File: config.mk
export PLATFORM = sky130hd
export DESIGN_NAME = bnf_rule_tokenizer_core
export DESIGN_NICKNAME = d
export VERILOG_FILES = /design/src/rtl/bnft_pkg.sv /design/src/rtl/bnft_step.sv /design/src/rtl/bnf_rule_tokenizer_core.sv
export SDC_FILE = /design/constraint.sdc
export NUM_CORES = 1
export LEC_CHECK = 0
export BUFFER_PORTS_ARGS = -buffer_cell sky130_fd_sc_hd__buf_4
export CELL_PAD_IN_SITES_DETAIL_PLACEMENT = 1
export CELL_PAD_IN_SITES_GLOBAL_PLACEMENT = 1
export CORE_MARGIN = 4
export CORE_UTILIZATION = 51
export DETAILED_ROUTE_END_ITERATION = 8
export GPL_ROUTABILITY_DRIVEN = 0
export HOLD_SLACK_MARGIN = 0.15
export PLACE_DENSITY = 0.9
export SETUP_SLACK_MARGIN = 0.3
export SYNTH_ARGS = -nofsm -noshare
export SYNTH_HDL_FRONTEND = slang
export SYNTH_SLANG_ARGS = --single-unit
File: constraint.sdc
create_clock -name i_clk -period 10.7 [get_ports i_clk]
set_input_delay 1.07 -clock i_clk [delete_from_list [all_inputs] [get_ports i_clk]]
set_output_delay 1.07 -clock i_clk [all_outputs]
set_load 0.03 [all_outputs]
File: src/rtl/bnft_pkg.sv
`timescale 1ns / 1ps

package bnft_pkg;

    // Default width of the byte position counters
    localparam int OFFSET_BITS_DEF = 16;

    // Width of the offset and length fields on the result beat
    localparam int FIELD_BITS = 16;

    // Characters the lexer looks for
    localparam logic [7:0] CH_NUL    = 8'h00;
    localparam logic [7:0] CH_TAB    = 8'h09;
    localparam logic [7:0] CH_LF     = 8'h0A;
    localparam logic [7:0] CH_CR     = 8'h0D;
    localparam logic [7:0] CH_SPACE  = 8'h20;
    localparam logic [7:0] CH_DQUOTE = 8'h22;
    localparam logic [7:0] CH_SQUOTE = 8'h27;
    localparam logic [7:0] CH_DASH   = 8'h2D;
    localparam logic [7:0] CH_COLON  = 8'h3A;
    localparam logic [7:0] CH_LT     = 8'h3C;
    localparam logic [7:0] CH_EQ     = 8'h3D;
    localparam logic [7:0] CH_GT     = 8'h3E;
    localparam logic [7:0] CH_BAR    = 8'h7C;
    localparam logic [7:0] CH_PRINT_LO = 8'h20;
    localparam logic [7:0] CH_PRINT_HI = 8'h7E;

    // Lexer phase
    typedef enum logic [3:0] {
        PH_SKIP        = 4'd0,
        PH_HEAD_FIRST  = 4'd1,
        PH_HEAD_REST   = 4'd2,
        PH_PRE_ASSIGN  = 4'd3,
        PH_COLON2      = 4'd4,
        PH_EQ          = 4'd5,
        PH_BODY        = 4'd6,
        PH_BODY_FIRST  = 4'd7,
        PH_BODY_REST   = 4'd8,
        PH_LIT         = 4'd9
    } t_phase;

    // Token kinds; TK_NONE is internal and never leaves the block
    typedef enum logic [2:0] {
        TK_NAME   = 3'd0,
        TK_ASSIGN = 3'd1,
        TK_OR     = 3'd2,
        TK_LIT    = 3'd3,
        TK_END    = 3'd4,
        TK_ERROR  = 3'd5,
        TK_DONE   = 3'd6,
        TK_NONE   = 3'd7
    } t_kind;

    // Lexer control state
    typedef struct packed {
        t_phase phase;
        logic   dquote;     // literal opened with a double quote
        logic   cr_seen;    // CR waiting for its LF
        logic   hold;       // error seen, dropping bytes until NUL
        logic   past_end;   // position counter has run out
    } t_ctl;

    localparam t_ctl CTL_RESET = '{phase: PH_SKIP, dquote: 1'b0, cr_seen: 1'b0,
                                   hold: 1'b0, past_end: 1'b0};

    function automatic logic is_alpha(input logic [7:0] c);
        return (c inside {[8'h61:8'h7A], [8'h41:8'h5A]});
    endfunction

    function automatic logic is_name_tail(input logic [7:0] c);
        return is_alpha(c) || (c inside {[8'h30:8'h39]}) || (c == CH_DASH);
    endfunction

endpackage

File: src/rtl/bnft_step.sv
`timescale 1ns / 1ps

// One lexer step: current state and one text byte in, next state and
// an optional token out. Pure logic, sits between the input and result
// registers of the top level.
module bnft_step import bnft_pkg::*; #(
    parameter int OFFSET_BITS = OFFSET_BITS_DEF
) (
    input  t_ctl                   i_ctl,
    input  logic [OFFSET_BITS-1:0] i_pos,
    input  logic [OFFSET_BITS-1:0] i_elem,
    input  logic [OFFSET_BITS-1:0] i_rule,
    input  logic [7:0]             i_byte,
    output t_ctl                   o_ctl,
    output logic [OFFSET_BITS-1:0] o_pos,
    output logic [OFFSET_BITS-1:0] o_elem,
    output logic [OFFSET_BITS-1:0] o_rule,
    output logic                   o_res_valid,
    output t_kind                  o_kind,
    output logic [FIELD_BITS-1:0]  o_start,
    output logic [FIELD_BITS-1:0]  o_len
);

    localparam int LW = OFFSET_BITS + 1;

    t_kind                  kind;
    logic                   fail;
    t_phase                 ph;
    logic                   dq;
    logic                   cr;
    logic [OFFSET_BITS-1:0] elem;
    logic [OFFSET_BITS-1:0] rule;
    logic [OFFSET_BITS-1:0] start;
    logic [LW-1:0]          len;
    logic [LW-1:0]          len_elem;
    logic [LW-1:0]          len_rule;
    logic                   pos_last;
    logic                   is_nul;

    logic [OFFSET_BITS-1:0] res_start;
    logic [LW-1:0]          res_len;
    logic [OFFSET_BITS+FIELD_BITS-1:0] start_ext;
    logic [LW+FIELD_BITS-1:0]          len_ext;

    // Span lengths from the element or rule start through this byte
    assign len_elem = {1'b0, i_pos} - {1'b0, i_elem} + LW'(1);
    assign len_rule = {1'b0, i_pos} - {1'b0, i_rule} + LW'(1);
    assign pos_last = (i_pos == '1);
    assign is_nul   = (i_byte == CH_NUL);

    // Decode the byte against the current phase
    always_comb begin
        kind  = TK_NONE;
        fail  = 1'b0;
        ph    = i_ctl.phase;
        dq    = i_ctl.dquote;
        cr    = i_ctl.cr_seen;
        elem  = i_elem;
        rule  = i_rule;
        start = i_pos;
        len   = '0;
        case (i_ctl.phase)
            PH_SKIP: begin
                if (i_ctl.cr_seen) begin
                    if (i_byte == CH_LF) cr = 1'b0;
                    else                 fail = 1'b1;
                end else if (i_byte inside {CH_SPACE, CH_TAB, CH_LF}) begin
                    cr = 1'b0;
                end else if (i_byte == CH_CR) begin
                    cr = 1'b1;
                end else if (is_nul) begin
                    kind = TK_DONE;
                end else if (i_byte == CH_LT) begin
                    rule = i_pos;
                    elem = i_pos;
                    ph   = PH_HEAD_FIRST;
                end else begin
                    fail = 1'b1;
                end
            end
            PH_HEAD_FIRST, PH_BODY_FIRST: begin
                if (is_alpha(i_byte))
                    ph = (i_ctl.phase == PH_HEAD_FIRST) ? PH_HEAD_REST : PH_BODY_REST;
                else
                    fail = 1'b1;
            end
            PH_HEAD_REST, PH_BODY_REST: begin
                if (is_name_tail(i_byte)) begin
                    kind = TK_NONE;
                end else if (i_byte == CH_GT) begin
                    kind  = TK_NAME;
                    start = i_elem;
                    len   = len_elem;
                    ph    = (i_ctl.phase == PH_HEAD_REST) ? PH_PRE_ASSIGN : PH_BODY;
                end else begin
                    fail = 1'b1;
                end
            end
            PH_PRE_ASSIGN: begin
                if (i_byte inside {CH_SPACE, CH_TAB}) begin
                    kind = TK_NONE;
                end else if (i_byte == CH_COLON) begin
                    elem = i_pos;
                    ph   = PH_COLON2;
                end else begin
                    fail = 1'b1;
                end
            end
            PH_COLON2: begin
                if (i_byte == CH_COLON) ph = PH_EQ;
                else                    fail = 1'b1;
            end
            PH_EQ: begin
                if (i_byte == CH_EQ) begin
                    kind  = TK_ASSIGN;
                    start = i_elem;
                    len   = LW'(3);
                    ph    = PH_BODY;
                end else begin
                    fail = 1'b1;
                end
            end
            PH_BODY: begin
                if (i_ctl.cr_seen) begin
                    if (i_byte == CH_LF) begin
                        cr    = 1'b0;
                        kind  = TK_END;
                        start = i_rule;
                        len   = len_rule;
                        ph    = PH_SKIP;
                    end else begin
                        fail = 1'b1;
                    end
                end else if (i_byte inside {CH_SPACE, CH_TAB}) begin
                    kind = TK_NONE;
                end else if (i_byte == CH_BAR) begin
                    kind = TK_OR;
                    len  = LW'(1);
                end else if (i_byte == CH_LT) begin
                    elem = i_pos;
                    ph   = PH_BODY_FIRST;
                end else if (i_byte inside {CH_DQUOTE, CH_SQUOTE}) begin
                    dq   = (i_byte == CH_DQUOTE);
                    elem = i_pos;
                    ph   = PH_LIT;
                end else if (i_byte == CH_CR) begin
                    cr = 1'b1;
                end else if (i_byte == CH_LF) begin
                    kind  = TK_END;
                    start = i_rule;
                    len   = len_rule;
                    ph    = PH_SKIP;
                end else begin
                    fail = 1'b1;
                end
            end
            PH_LIT: begin
                if ((i_ctl.dquote && i_byte == CH_DQUOTE) ||
                    (!i_ctl.dquote && i_byte == CH_SQUOTE)) begin
                    kind  = TK_LIT;
                    start = i_elem;
                    len   = len_elem;
                    ph    = PH_BODY;
                end else if (!(i_byte inside {[CH_PRINT_LO:CH_PRINT_HI]})) begin
                    fail = 1'b1;
                end
            end
            default: begin
                fail = 1'b1;
            end
        endcase
    end

    // Next state
    always_comb begin
        o_ctl  = i_ctl;
        o_pos  = i_pos;
        o_elem = i_elem;
        o_rule = i_rule;
        if (i_ctl.hold) begin
            if (is_nul) begin
                o_ctl = CTL_RESET;
                o_pos = '0; o_elem = '0; o_rule = '0;
            end
        end else if (i_ctl.past_end || fail) begin
            if (is_nul) begin
                o_ctl = CTL_RESET;
                o_pos = '0; o_elem = '0; o_rule = '0;
            end else begin
                o_ctl.hold = 1'b1;
            end
        end else if (kind == TK_DONE) begin
            o_ctl = CTL_RESET;
            o_pos = '0; o_elem = '0; o_rule = '0;
        end else begin
            o_ctl.phase   = ph;
            o_ctl.dquote  = dq;
            o_ctl.cr_seen = cr;
            o_elem        = elem;
            o_rule        = rule;
            if (pos_last) o_ctl.past_end = 1'b1;
            else          o_pos = i_pos + OFFSET_BITS'(1);
        end
    end

    // Token out
    always_comb begin
        o_res_valid = 1'b0;
        o_kind      = kind;
        res_start   = start;
        res_len     = len;
        if (i_ctl.hold) begin
            o_res_valid = 1'b0;
        end else if (i_ctl.past_end) begin
            o_res_valid = 1'b1;
            o_kind      = TK_ERROR;
            res_start   = '1;
            res_len     = '0;
        end else if (fail) begin
            o_res_valid = 1'b1;
            o_kind      = TK_ERROR;
            res_start   = i_pos;
            res_len     = '0;
        end else begin
            o_res_valid = (kind != TK_NONE);
        end
    end

    // Fit the offsets to the result field width
    assign start_ext = {{FIELD_BITS{1'b0}}, res_start};
    assign len_ext   = {{FIELD_BITS{1'b0}}, res_len};
    assign o_start   = start_ext[FIELD_BITS-1:0];
    assign o_len     = len_ext[FIELD_BITS-1:0];

endmodule

File: src/rtl/bnf_rule_tokenizer_core.sv
`timescale 1ns / 1ps

// Streaming BNF lexer. Grammar text enters one byte per beat on the slave
// side (NUL ends the text) and flat tokens leave on the master side: kind in
// tuser, start offset and length in tdata. A byte is taken every clock while
// the input side does not stall; each byte passes an input register, one
// pass of lexer logic that updates the phase and offset registers, and a
// result register. Bytes that complete no token give no output beat. The
// result register frees in the cycle it is taken, and the input side stalls
// only while a token waits on the master side, the master tready reaching
// the slave tready through one gate. After an error token the block drops
// bytes until NUL, which returns it to its reset state.
module bnf_rule_tokenizer_core import bnft_pkg::*; #(
    parameter int OFFSET_BITS = OFFSET_BITS_DEF
) (
    input  logic        i_clk,
    input  logic        i_rst_n,
    input  logic        s_axis_tvalid,
    output logic        s_axis_tready,
    input  logic [7:0]  s_axis_tdata,   // [7:0] text_byte
    output logic        m_axis_tvalid,
    input  logic        m_axis_tready,
    output logic [31:0] m_axis_tdata,   // [15:0] start_offset, [31:16] token_length
    output logic [2:0]  m_axis_tuser    // [2:0] token_kind
);

    logic                   r_in_valid;
    logic [7:0]             r_in_byte;
    t_ctl                   r_ctl;
    logic [OFFSET_BITS-1:0] r_pos;
    logic [OFFSET_BITS-1:0] r_elem;
    logic [OFFSET_BITS-1:0] r_rule;
    logic                   r_out_valid;
    t_kind                  r_out_kind;
    logic [FIELD_BITS-1:0]  r_out_start;
    logic [FIELD_BITS-1:0]  r_out_len;

    t_ctl                   n_ctl;
    logic [OFFSET_BITS-1:0] n_pos;
    logic [OFFSET_BITS-1:0] n_elem;
    logic [OFFSET_BITS-1:0] n_rule;
    logic                   n_out_valid;
    t_kind                  n_out_kind;
    logic [FIELD_BITS-1:0]  n_out_start;
    logic [FIELD_BITS-1:0]  n_out_len;

    logic adv;

    // Held byte moves on when the result register is free
    assign adv           = r_in_valid && (!r_out_valid || m_axis_tready);
    assign s_axis_tready = !r_in_valid || adv;

    bnft_step #(
        .OFFSET_BITS (OFFSET_BITS)
    ) u_step (
        .i_ctl       (r_ctl),
        .i_pos       (r_pos),
        .i_elem      (r_elem),
        .i_rule      (r_rule),
        .i_byte      (r_in_byte),
        .o_ctl       (n_ctl),
        .o_pos       (n_pos),
        .o_elem      (n_elem),
        .o_rule      (n_rule),
        .o_res_valid (n_out_valid),
        .o_kind      (n_out_kind),
        .o_start     (n_out_start),
        .o_len       (n_out_len)
    );

    // Input register
    always_ff @(posedge i_clk) begin
        if (!i_rst_n) begin
            r_in_valid <= 1'b0;
        end else if (s_axis_tvalid && s_axis_tready) begin
            r_in_valid <= 1'b1;
        end else if (adv) begin
            r_in_valid <= 1'b0;
        end
    end

    always_ff @(posedge i_clk) begin
        if (s_axis_tvalid && s_axis_tready) begin
            r_in_byte <= s_axis_tdata;
        end
    end

    // Lexer state
    always_ff @(posedge i_clk) begin
        if (!i_rst_n) begin
            r_ctl  <= CTL_RESET;
            r_pos  <= '0;
            r_elem <= '0;
            r_rule <= '0;
        end else if (adv) begin
            r_ctl  <= n_ctl;
            r_pos  <= n_pos;
            r_elem <= n_elem;
            r_rule <= n_rule;
        end
    end

    // Result register
    always_ff @(posedge i_clk) begin
        if (!i_rst_n) begin
            r_out_valid <= 1'b0;
        end else if (adv) begin
            r_out_valid <= n_out_valid;
        end else if (m_axis_tready) begin
            r_out_valid <= 1'b0;
        end
    end

    always_ff @(posedge i_clk) begin
        if (adv && n_out_valid) begin
            r_out_kind  <= n_out_kind;
            r_out_start <= n_out_start;
            r_out_len   <= n_out_len;
        end
    end

    assign m_axis_tvalid = r_out_valid;
    assign m_axis_tdata  = {r_out_len, r_out_start};
    assign m_axis_tuser  = r_out_kind;

endmodule

Word-level counts from Yosys, hierarchy flattened
Index checks and enable logic that the tools add are counted.
Storage, ports and cells
  register bits: 101
Cells by class
  $lt $le $gt $ge: 8
  $add $sub $neg: 5
  equality and inequality tests: 54
  reduce and logical (&&, ||, !) cells: 43
  mux-type cells: 151
Operator list (count)
  $mux 16: 53
  $pmux 16 s4: 2
  $mux 4: 21
  $eq 8x6->1 const B: 8
  $add 16x1->16 const B: 3
  $mux 3: 16
  $pmux 16 s3: 1
  $mux 1: 46
  $ne 5x2->1 const B: 7
  $ne 5x5->1 const B: 7
  $pmux 4 s8: 1
  $sub 16x16->16: 2
  $ne 4x4->1 const B: 7
  $eq 8x4->1 const B: 3
  $le 8x7->1 const B: 3
  $mux 8: 3
  $reduce_and 20->1: 1
  $reduce_bool 4->1: 5
  $eq 16x16->1 const B: 1
  $eq 4x3->1 const B: 4
  $ge 8x6->1 const B: 2
  $ge 8x7->1 const B: 2
  $pmux 3 s5: 1
  $reduce_and 13->1: 1
  other kinds (32): 61

Depth between registers and ports, before layout
Gate-level depths: netlist of run 1.
  word-level depth: 14
  mapped depth: 13

Modules after synthesis
A second synthesis of run 1 with hierarchy kept.
Unflattened totals
  cells, all modules: 970
  area, all modules: 8151.6 um2
By module, submodules not included
  bnft_step: times used 1, cells an instance 672, area each 4489.3 um2
  bnf_rule_tokenizer_core: times used 1, cells an instance 298, area each 3662.3 um2

Worst setup path before layout of run 1
No wires, ideal clock.
  kind: reg2reg
  start: register r_in_byte[4]
  end: register r_out_kind[0], in the netlist m_axis_tuser[0], enable pin
  required time: 10.229 ns
  stages on the path, launching flop included: 8
  arrival time: 4.575 ns
  setup slack: 5.654 ns
  period minus slack after synthesis: 5.046 ns
  cells stage by stage: edfxtp_1 nor4_2 nand2_1 a2111oi_0 a211oi_1 a211oi_1 nor4b_1 nor3_1
On the way
  cells in the longest elaborated chain, start to end: 14
  elaborated cells on any way between the ends: 76
  those cells by class: 8 x order compare; 13 x eq/ne; 40 x mux; 15 x reduce/logical
RTL lines
  start: declaration: line bnf_rule_tokenizer_core.sv:28  | logic [7:0] r_in_byte;
  start signal: assignment: line bnf_rule_tokenizer_core.sv:84  | r_in_byte <= s_axis_tdata;
  $eq 8x4->1
  $mux 2: line bnft_step.sv:125, bnft_step.sv:148
  $mux 2: line bnft_step.sv:146  | end else if (i_byte == CH_CR) begin
  $mux 3: line bnft_step.sv:142  | end else if (i_byte inside {CH_DQUOTE, CH_SQUOTE}) begin
  $mux 3: line bnft_step.sv:139  | end else if (i_byte == CH_LT) begin
  $mux 3: line bnft_step.sv:136  | end else if (i_byte == CH_BAR) begin
  $mux 3: line bnft_step.sv:134  | end else if (i_byte inside {CH_SPACE, CH_TAB}) begin
  $mux 3: line bnft_step.sv:124  | if (i_ctl.cr_seen) begin
  $pmux 3 s5: line bnft_step.sv:62  | case (i_ctl.phase)
  $ne 3x3->1: line bnft_step.sv:225  | o_res_valid = (kind != TK_NONE);
  $mux 1 *: line bnft_step.sv:219  | end else if (fail) begin
  $mux 1 *: line bnft_step.sv:214  | end else if (i_ctl.past_end) begin
  $mux 1 *: line bnft_step.sv:212  | if (i_ctl.hold) begin
  $logic_and 1x1->1 *: line bnf_rule_tokenizer_core.sv:115  | if (adv && n_out_valid) begin
  end signal: assignment: line bnf_rule_tokenizer_core.sv:116  | r_out_kind <= n_out_kind;
  end: declaration: line bnf_rule_tokenizer_core.sv:34  | t_kind r_out_kind;
Mark *: on every way between the ends. The rest lies on a longest branch, timed or not.
A chain may end at the register's enable or synchronous reset.

Worst setup path in the final report of run 1
  start: register r_in_byte[5]
  end: register r_out_len[2], enable pin
On the way
  cells in the longest elaborated chain, start to end: 14
  elaborated cells on any way between the ends: 76
  those cells by class: 8 x order compare; 13 x eq/ne; 40 x mux; 15 x reduce/logical
RTL lines
  $eq 8x4->1
  $mux 2: line bnft_step.sv:125, bnft_step.sv:148
  $mux 2: line bnft_step.sv:146
  $mux 3: line bnft_step.sv:142
  $mux 3: line bnft_step.sv:139
  $mux 3: line bnft_step.sv:136
  $mux 3: line bnft_step.sv:134
  $mux 3: line bnft_step.sv:124
  $pmux 3 s5: line bnft_step.sv:62
  $ne 3x3->1: line bnft_step.sv:225
  $mux 1 *: line bnft_step.sv:219
  $mux 1 *: line bnft_step.sv:214
  $mux 1 *: line bnft_step.sv:212
  $logic_and 1x1->1 *: line bnf_rule_tokenizer_core.sv:115
  end signal: assignment: line bnf_rule_tokenizer_core.sv:118  | r_out_len <= n_out_len;
  end: declaration: line bnf_rule_tokenizer_core.sv:36  | logic [FIELD_BITS-1:0] r_out_len;
Marks and branches as above.

==> flow_summary.toml, run 1 <==
[status]
status = "complete, no violations"

[die]
core_um2 = 14000
die_w_um = 129
die_area_um2 = 16600
num_rows = 43
start_util = 0.529
die_h_um = 129
ioPinCount = 49

[yosys]
synth-edff-count = 43
yosysWarnings = 0
syn_area_per_cell_um2 = 8.55
synth_cell_types = 76
synth_seq_cells = 101
syn_area_um2 = 7420
synth_ff_type = "dfxtp_1"
syn-num-nets = 941
seq_area_frac_synth = 0.330
async_reset_ff_frac = 0
syn-instance-count = 868

[setup_path]
critical_path_required_ns = 10.71
r2r_setup_slack_ns = 6.13
cp-start-kind = "flip-flop"
endpoint_kind = "flip-flop"
path_class = "reg2reg"
arrival_ns = 4.58
cp_max_fo = 28

[clock_tree]
tritoncts = "done"
postCtsResizedCells = 0
cts_root_buf = "clkbuf_16"
cts_buffer_depth = 2
htreeDepth = 3
cts_buffers = 9
postCtsSetupBuffers = 0
worst_skew_pair.late_latency_ns = 0.36
path_clk_slew_ns = 0.07
postCtsHoldBufs = 0
cts.sinks = 101

[detailed_routing]
drc = 0
antenna_left = 0
maxUsedRoutingLayer = "met4"
vias = 7157
drt_pass1_iterations = 6
routed_wirelength_um = 24300
wl_met3_um = 1540
wl_per_cell_um = 23.0
via_per_inst = 6.75
drt_iter0_drc = 703
wl_met2_um = 11900
wl_met1_um = 10200

[finish]
area_growth_pct = 9.84
nNetsFinal = 948
drive_above_1_share = 0.0989
instances_no_fill = 1060
diodes = 0
utilization = 0.581
final_area_um2 = 8160

[hold_path]
hold_class = "reg2reg"

[place]
dp_hpwl_um = 17100
placedCellCount = 1044
post_dp_cell_area_um2 = 7850
port_buffers = 48
pre_cts_ws_ns = 6.21

[timing]
maxSlewHeadroom = 0.169
finalCritPeriodShare = 0.428
grt_setup_unrepaired = "false"
hold_viol = 0
finalWorstSetupSlack_ns = 6.13
tightest_slew_ns = 1.25
fin_worst_skew_ns = 0.00711
clock.fmax_mhz = 219
fin_crit_ns = 4.57
fin_setup_tns_ns = 0
setup_violations = 0
drv_slew = 0

[global_routing]
grtUsageTotal = 0.301
grt_pass1_wl_um = 39900
grt_overflow = 0
grt_max_degree = 60
antenna_found_initial = 0
grt_pass1_vias = 7683

[power]
switchingPower_mw = 0.192
comb_power_share = 0.055
seqPwrFrac = 0.518
pwr_density_cell_nw_per_um2 = 97.9
pwr-share-clk = 0.427
cellInternalPower_mw = 0.606
p_sw_frac = 0.241
p_leak_nw = 2.96
irDropWorstVdd_v = 0.0000849

[job]
cap_violations = 0
## worst max-delay path, cell delays in order (launching register included)
cell and delay (ns):
edfxtp_1 0.53, nor4_2 0.64, nand2_1 0.41, a2111oi_0 0.89
a211oi_1 0.11, a211oi_1 0.44, nor4b_1 0.15, nor3_2 0.52
buf_4 0.52
## power groups by stage
stage                     sequential [mW]  clock (mW)  combinational, mW
after floorplan                     0.426           0             0.0227
after global placement              0.422           0             0.0422
after detailed placement            0.422           0             0.0432
after CTS                           0.414       0.346             0.0438
after global routing                0.415       0.363             0.0467
final                               0.414       0.341             0.0439
## final timing paths
kind	start	to	cells after the start
worst min-delay path	r_elem[13]$_SDFFE_PN0P_	r_elem[13]$_SDFFE_PN0P_	2
worst max register to register	r_in_byte[5]$_DFFE_PP_	r_out_len[2]$_DFFE_PP_	8
worst min register to register	r_elem[13]$_SDFFE_PN0P_	r_elem[13]$_SDFFE_PN0P_	2
worst max-delay path	r_in_byte[5]$_DFFE_PP_	r_out_len[2]$_DFFE_PP_	8
## metal layers
layer / up-vias / track usage
met5: - / 0
li1: 3299 / -
met1: 3523 / 0.385
met4: 0 / 0.100
met3: 57 / 0.0544
met2: 278 / 0.515
## synth_stat cells (11+ instances only)
master,count,share of area
a21oi_1,34,0.023
a22oi_1,20,0.020
a32o_1,16,0.022
and2_1,11,0.0093
clkbuf_1,42,0.021
dfxtp_1,58,0.16
edfxtp_1,43,0.17
ha_1,59,0.099
inv_1,46,0.023
nand2_1,69,0.035
nand3_1,48,0.032
nand4_1,11,0.0093
nor2_1,64,0.032
nor2b_1,13,0.011
nor3_1,29,0.020
o211ai_1,33,0.033
o21ai_0,33,0.022
or3_1,24,0.020
xnor2_1,22,0.026
## cell families after synthesis
| logic type | count (synthesis) | synth area share |
|---|---|---|
| compound gates | 243 | 0.240 |
| xor+xnor | 27 | 0.0318 |
| fa+ha+maj | 61 | 0.105 |
| buf+inv | 106 | 0.0565 |
| flops | 101 | 0.330 |
| mux | 7 | 0.00944 |
| simple gates | 323 | 0.228 |
## cell usage in the layout, fill, tap and decap left out, drive strengths merged, types with 13 or more instances in the layout
cell type / count
inv: 46
nor2: 64
ha: 59
edfxtp: 43
nor3: 29
dfxtp: 58
a21oi: 34
nor2b: 13
o21ai: 43
buf: 56
or3: 24
a22oi: 20
xnor2: 22
nand3: 48
nand2: 69
a32o: 16
o211ai: 33
clkbuf: 13
## state kept, by name (all words and copies together) (netlist names)
register and flops:
r_elem 16, r_rule 16, r_out_start 16, r_out_len 16
m_axis_tuser 3, r_ctl 8, r_in_valid 1, m_axis_tvalid 1
r_in_byte 8, r_pos 16
## metrics by stage
step | total power, mW | hold slack, ns
3_5_place_dp | 0.466 | 0.521
5_1_grt | 0.824 | 0.555
2_1_floorplan | 0.448 | 0.482
6_report | 0.799 | 0.529
4_1_cts | 0.803 | 0.533
3_3_place_gp | 0.464 | 0.499
## layout make-up
type | count | area, um2
clock inverter | 3 | 26.3
tap | 180 | 225
fill | 1681 | 5890
sequential | 101 | 2450
multi-input combinational | 661 | 4580
clock buffer | 13 | 282
timing repair buffer | 56 | 420
inverter | 46 | 173
(Power assumes the default switching activity.)
==> run 2, diff against run 1 <==
- CORE_UTILIZATION: 51 -> 43
- PLACE_DENSITY: 0.9 -> 0.81
- clock period: 10.7 -> 4.2 ns (I/O delays scaled with it)
==> flow_summary.toml, run 2 (same netlist as run 1, synthesis figures left out) <==
[power]
pwr-share-clk = 0.423
switchingPower_mw = 0.498
seqPwrFrac = 0.521
comb_power_share = 0.056
p_leak_nw = 3.03
p_sw_frac = 0.246
pwr_density_cell_nw_per_um2 = 243
power_mw = 2.02
cellInternalPower_mw = 1.53
irDropWorstVdd_v = 0.000212

[setup_path]
arrival_ns = 3.74
critical_path_required_ns = 4.30
reg2reg_to = "r_out_len[15]$_DFFE_PP_"
crit_slowest_cell = "dfxtp_1"
crit_family = "compound AO/OA/AOI/OAI gates"
path_class = "reg2reg"
r2r_setup_slack_ns = 0.57
crit_chain = "inv_1 -> ha_1 -> inv_1 -> ha_1 -> fa_1 -> a211oi_1 -> o21a_1 -> nor3_1 -> a311o_1 -> a2111o_1 -> o2111ai_1 -> a21oi_1"
cp_slowest_stage_delay_ns = 0.51
path_buf_inv = 2
timing.rr.start = "r_pos[1]$_SDFFE_PN0P_"
cp-start-kind = "flip-flop"
cp_max_fo = 8
endpoint_kind = "flip-flop"
ff2ff_path_depth = 12

[timing]
hold_viol = 0
maxSlewHeadroom = 0.458
clock.fmax_mhz = 275
grt_setup_unrepaired = "true"
finalCritPeriodShare = 0.865
tightest_slew_ns = 0.792
setup_violations = 0
fin_worst_skew_ns = 0.00888
finalWorstSetupSlack_ns = 0.565
fin_setup_tns_ns = 0
fin_crit_ns = 3.63
drv_slew = 0

[detailed_routing]
via_per_inst = 6.24
antenna_left = 0
drt_iter0_drc = 441
vias = 6952
drt_pass1_iterations = 5
wl_per_cell_um = 20.6
drc = 0
routed_wirelength_um = 22900

[die]
die_h_um = 139
num_rows = 47
die_w_um = 139
die_area_um2 = 19400
start_util = 0.443
core_um2 = 16800
ioPinCount = 49

[hold_path]
min-delay-start = "s_axis_tdata[2]"
min_to = "r_in_byte[2]$_DFFE_PP_"
min_path_cells = 1
hold_class = "in2reg"

[global_routing]
grt_overflow = 0
grt_max_degree = 60
grtUsageTotal = 0.236
grt_pass1_wl_um = 37600
antenna_found_initial = 0
grt_pass1_vias = 7083

[clock_tree]
cts_root_buf = "clkbuf_16"
postCtsHoldBufs = 0
worst_skew_pair.late_latency_ns = 0.37
tritoncts = "done"
cts_buffers = 9
path_clk_slew_ns = 0.07
htreeDepth = 3
cts_buffer_depth = 2
cts.sinks = 101

[finish]
diodes = 0
layout.cells.most_common_list = "nand2_1 (69), buf_4 (68), nor2_1 (62)"
drive_above_1_share = 0.115
area_growth_pct = 12.0
utilization = 0.496
layout_commonest_cell = "nand2_1"
nNetsFinal = 962

[place]
dp_hpwl_um = 16100
pre_cts_ws_ns = 0.477
port_buffers = 48

[job]
cap_violations = 0

[status]
status = "complete, no violations"
run 2: power by group through the flow:
stage                     Combinational, mW  Clock [mW]  Sequential (mW)
after global routing                  0.122       0.900             1.06
after detailed placement              0.113           0             1.08
after global placement                0.111           0             1.08
after floorplan                      0.0587           0             1.08
final                                 0.114       0.855             1.05
after CTS                             0.113       0.862             1.05
run 2: worst max path at each step:
| stage | endpoint | slack (ns) | cells past startpoint | from |
|---|---|---|---|---|
| CTS | r_out_start[13]$_DFFE_PP_ | 0.46 | 7 | r_in_byte[4]$_DFFE_PP_ |
| global route | r_out_len[11]$_DFFE_PP_ | 0.25 | 9 | r_in_byte[5]$_DFFE_PP_ |
| finish | r_out_len[15]$_DFFE_PP_ | 0.57 | 12 | r_pos[1]$_SDFFE_PN0P_ |
| global placement | r_out_start[14]$_DFFE_PP_ | 0.58 | 7 | r_in_byte[4]$_DFFE_PP_ |
| floorplan | m_axis_tuser[0]$_DFFE_PP_ | 0.74 | 7 | r_in_byte[4]$_DFFE_PP_ |
| detailed placement | r_out_start[13]$_DFFE_PP_ | 0.48 | 7 | r_in_byte[4]$_DFFE_PP_ |
run 2: timing repair:
item                                   CTS  global route
setup endpoints to repair                0            55
buffers inserted                         0             1
resized for setup                        0             2
endpoints found under the hold margin    0             0
run 2: per-stage QoR:
stage,std cells,instance area (um2),hold slack (ns)
5_1_grt,1114,8320,0.228
6_report,1114,8320,0.229
2_1_floorplan,868,7440,0.482
3_5_place_dp,1097,7990,0.516
4_1_cts,1113,8290,0.224
3_3_place_gp,1097,7990,0.504
run 2: layout make-up:
type / count / area, um2
Clock buffer: 12 / 267
Clock inverter: 4 / 31.3
Fill cell: 1985 / 8440
Inverter: 46 / 173
Multi-Input combinational cell: 661 / 4580
Sequential cell: 101 / 2450
Tap cell: 220 / 275
Timing Repair Buffer: 70 / 542
run 2: layer usage:
metal	routed length [um]	GRT usage	share of wire
met5	0	0	0
met4	471	0.0747	0.021
met3	942	0.0244	0.041
met2	11200	0.409	0.49
met1	10300	0.310	0.45
==> run 3, diff against run 2 <==
- ABC_AREA: default -> 1
- CORE_UTILIZATION: 43 -> 41
==> flow_summary.toml, run 3 <==
[setup_path]
crit_chain = "inv_1 -> nand2_1 -> nor2_2 -> nand2_1 -> nand2_1 -> nand2_1 -> nand2_1 -> inv_1 -> nor2_1 -> inv_1 -> nor2_1 -> nor3_1 -> nor2_4 -> buf_4"
endpoint_kind = "flip-flop"
reg2reg_to = "r_out_start[2]$_DFFE_PP_"
path_buf_inv = 4
crit_top_cell = "nand2_1"
critical_path_required_ns = 4.23
crit_family = "simple AND/OR/NAND/NOR gates"
arrival_ns = 3.35
cp_max_fo = 26
cp-start-kind = "flip-flop"
timing.rr.start = "r_in_byte[4]$_DFFE_PP_"
ff2ff_path_depth = 14
cp_slowest_stage_delay_ns = 0.44
path_class = "reg2reg"
crit_slowest_cell = "edfxtp_1"
r2r_setup_slack_ns = 0.89

[detailed_routing]
drt_pass1_iterations = 5
routed_wirelength_um = 26500
via_per_inst = 5.68
antenna_left = 0
wl_per_cell_um = 19.0
drc = 0
drt_iter0_drc = 580
vias = 7953

[global_routing]
use_met1 = 0.322
grtUsageMet3 = 0.0420
grt_pass1_vias = 8072
antenna_found_initial = 0
grt_overflow = 0
grtUsageMet2 = 0.418
grt_busiest_layer = "met2"
grt_max_degree = 32
grt_pass1_wl_um = 42600
grtUsageTotal = 0.248

[yosys]
yosysMostFrequentCell = "nand2_1"
synth_top_family_by_area = "simple AND/OR/NAND/NOR gates"
syn_area_um2 = 7790
syn_area_per_cell_um2 = 6.91
synth_seq_cells = 101
seq_area_frac_synth = 0.315
async_reset_ff_frac = 0
synth_compound_area_frac = 0.150
synthSimpleGateAreaFrac = 0.321
yosysTopAreaCell = "edfxtp_1"
synth_xor_area_frac = 0.0270
yosysWarnings = 0
yosys-top-cells-area = "edfxtp_1 (17%), dfxtp_1 (15%), nand2_1 (13%)"
synth-edff-count = 43
synth_top_area_share = 0.166
synth_cell_types = 51
synthMuxAreaShare = 0
synth_adder_area_share = 0.100
syn-num-nets = 1199
syn-instance-count = 1126
synth_ff_type = "dfxtp_1"
yosys-top-cells-count = "nand2_1 (264), nor2_1 (141), inv_1 (124), a21oi_1 (79), nand3_1 (69)"

[timing]
tightest_slew_ns = 0.717
finalCritPeriodShare = 0.789
drv_slew = 0
setup_violations = 0
fin_crit_ns = 3.31
fin_worst_skew_ns = 0.0144
clock.fmax_mhz = 302
whs_ns = 0.227
fin_setup_tns_ns = 0
maxSlewHeadroom = 0.522
grt_setup_unrepaired = "false"
hold_viol = 0

[finish]
drive_above_1_share = 0.108
layout_commonest_cell = "nand2_1"
nNetsFinal = 1233
area_growth_pct = 11.4
fill_cells = 2461
layout.cells.most_common_list = "nand2_1 (264), nor2_1 (140), inv_1 (124)"
diodes = 0

[clock_tree]
postCtsHoldBufs = 0
cts_root_buf = "clkbuf_16"
postCtsSetupBuffers = 0
htreeDepth = 3
path_clk_slew_ns = 0.07
cts_buffers = 9
tritoncts = "done"
worst_skew_pair.late_latency_ns = 0.37
cts_buffer_depth = 2
postCtsResizedCells = 0
cts.sinks = 101

[power]
pwr_density_cell_nw_per_um2 = 318
p_leak_nw = 3.92
irDropWorstVdd_v = 0.000203

[die]
ioPinCount = 49
core_um2 = 18700
die_h_um = 146
start_util = 0.416
die_area_um2 = 21300
num_rows = 50
die_w_um = 146

[hold_path]
hold_class = "in2reg"
min-delay-start = "s_axis_tdata[5]"
min_to = "r_in_byte[5]$_DFFE_PP_"
min_path_cells = 1

[status]
status = "complete, no violations"

[place]
port_buffers = 48
dp_hpwl_um = 19500

[job]
cap_violations = 0
[run 3: layer usage]
layer / share of wire / wire length (um)
met1: 0.45 / 11900
met3: 0.054 / 1440
met4: 0.026 / 685
met5: 0 / 0
met2: 0.47 / 12500
[run 3: worst register-to-register path, cell delays in order (launching register included)]
cell and delay [ns]:
edfxtp_1 0.44, inv_1 0.10, nand2_1 0.06, nor2_2 0.18, nand2_1 0.13, nand2_1 0.08, nand2_1 0.09, nand2_1 0.09
inv_1 0.04, nor2_1 0.23, inv_1 0.34, nor2_1 0.30, nor3_1 0.13, nor2_4 0.33, buf_4 0.43
[run 3: how the worst max path moves through the flow]
| stage | start | endpoint | slack (ns) | cells past startpoint |
|---|---|---|---|---|
| 2_1_floorplan | r_in_byte[7]$_DFFE_PP_ | m_axis_tuser[0]$_DFFE_PP_ | 0.81 | 11 |
| 3_3_place_gp | r_in_byte[4]$_DFFE_PP_ | m_axis_tuser[1]$_DFFE_PP_ | 0.96 | 14 |
| 3_5_place_dp | r_in_byte[4]$_DFFE_PP_ | m_axis_tuser[1]$_DFFE_PP_ | 0.90 | 14 |
| 4_1_cts | r_in_byte[4]$_DFFE_PP_ | r_out_start[2]$_DFFE_PP_ | 0.89 | 14 |
| 5_1_grt | r_in_byte[4]$_DFFE_PP_ | r_out_start[1]$_DFFE_PP_ | 0.66 | 14 |
| 6_report | r_in_byte[4]$_DFFE_PP_ | r_out_start[2]$_DFFE_PP_ | 0.89 | 14 |
[run 3: area by class of cell]
cell class                      count  area (um2)  area share
Multi-Input combinational cell    851        4660       0.538
Tap cell                          234         293      0.0338
Sequential cell                   101        2450       0.283
Clock buffer                        9         225      0.0260
Timing Repair Buffer               58         435      0.0502
Inverter                          139         522      0.0602
Clock inverter                      7        82.6     0.00952
[run 3: kinds of logic (layout without fill, tap and decap cells)]
kind of cell | count (synthesis) | count (layout)
buffers and inverters | 174 | 213
AOI/OAI and AO/OA | 202 | 202
adders and majority gates | 61 | 61
and+or+nand+nor | 564 | 564
xor gates and xnor gates | 24 | 24
DFF | 101 | 101
[run 3: power breakdown]
part / switching, mW / internal [mW]
combinational: 0.492 / 0.248
sequential: 0.0413 / 1.08
clock: 0.431 / 0.471
total: 0.964 / 1.80
[run 3: stage by stage]
stage | cell area [um2] | cells | util | setup WS (ns) | total power [mW]
2_1_floorplan | 7790 | 1126 | - | 0.805 | 1.65
6_report | 8670 | 1399 | 0.464 | 0.886 | 2.76
3_5_place_dp | 8370 | 1383 | 0.447 | 0.897 | 1.87
4_1_cts | 8670 | 1399 | 0.464 | 0.888 | 2.77
5_1_grt | 8670 | 1399 | 0.464 | 0.663 | 2.90
3_3_place_gp | 8370 | 1383 | 0.447 | 0.957 | 1.85
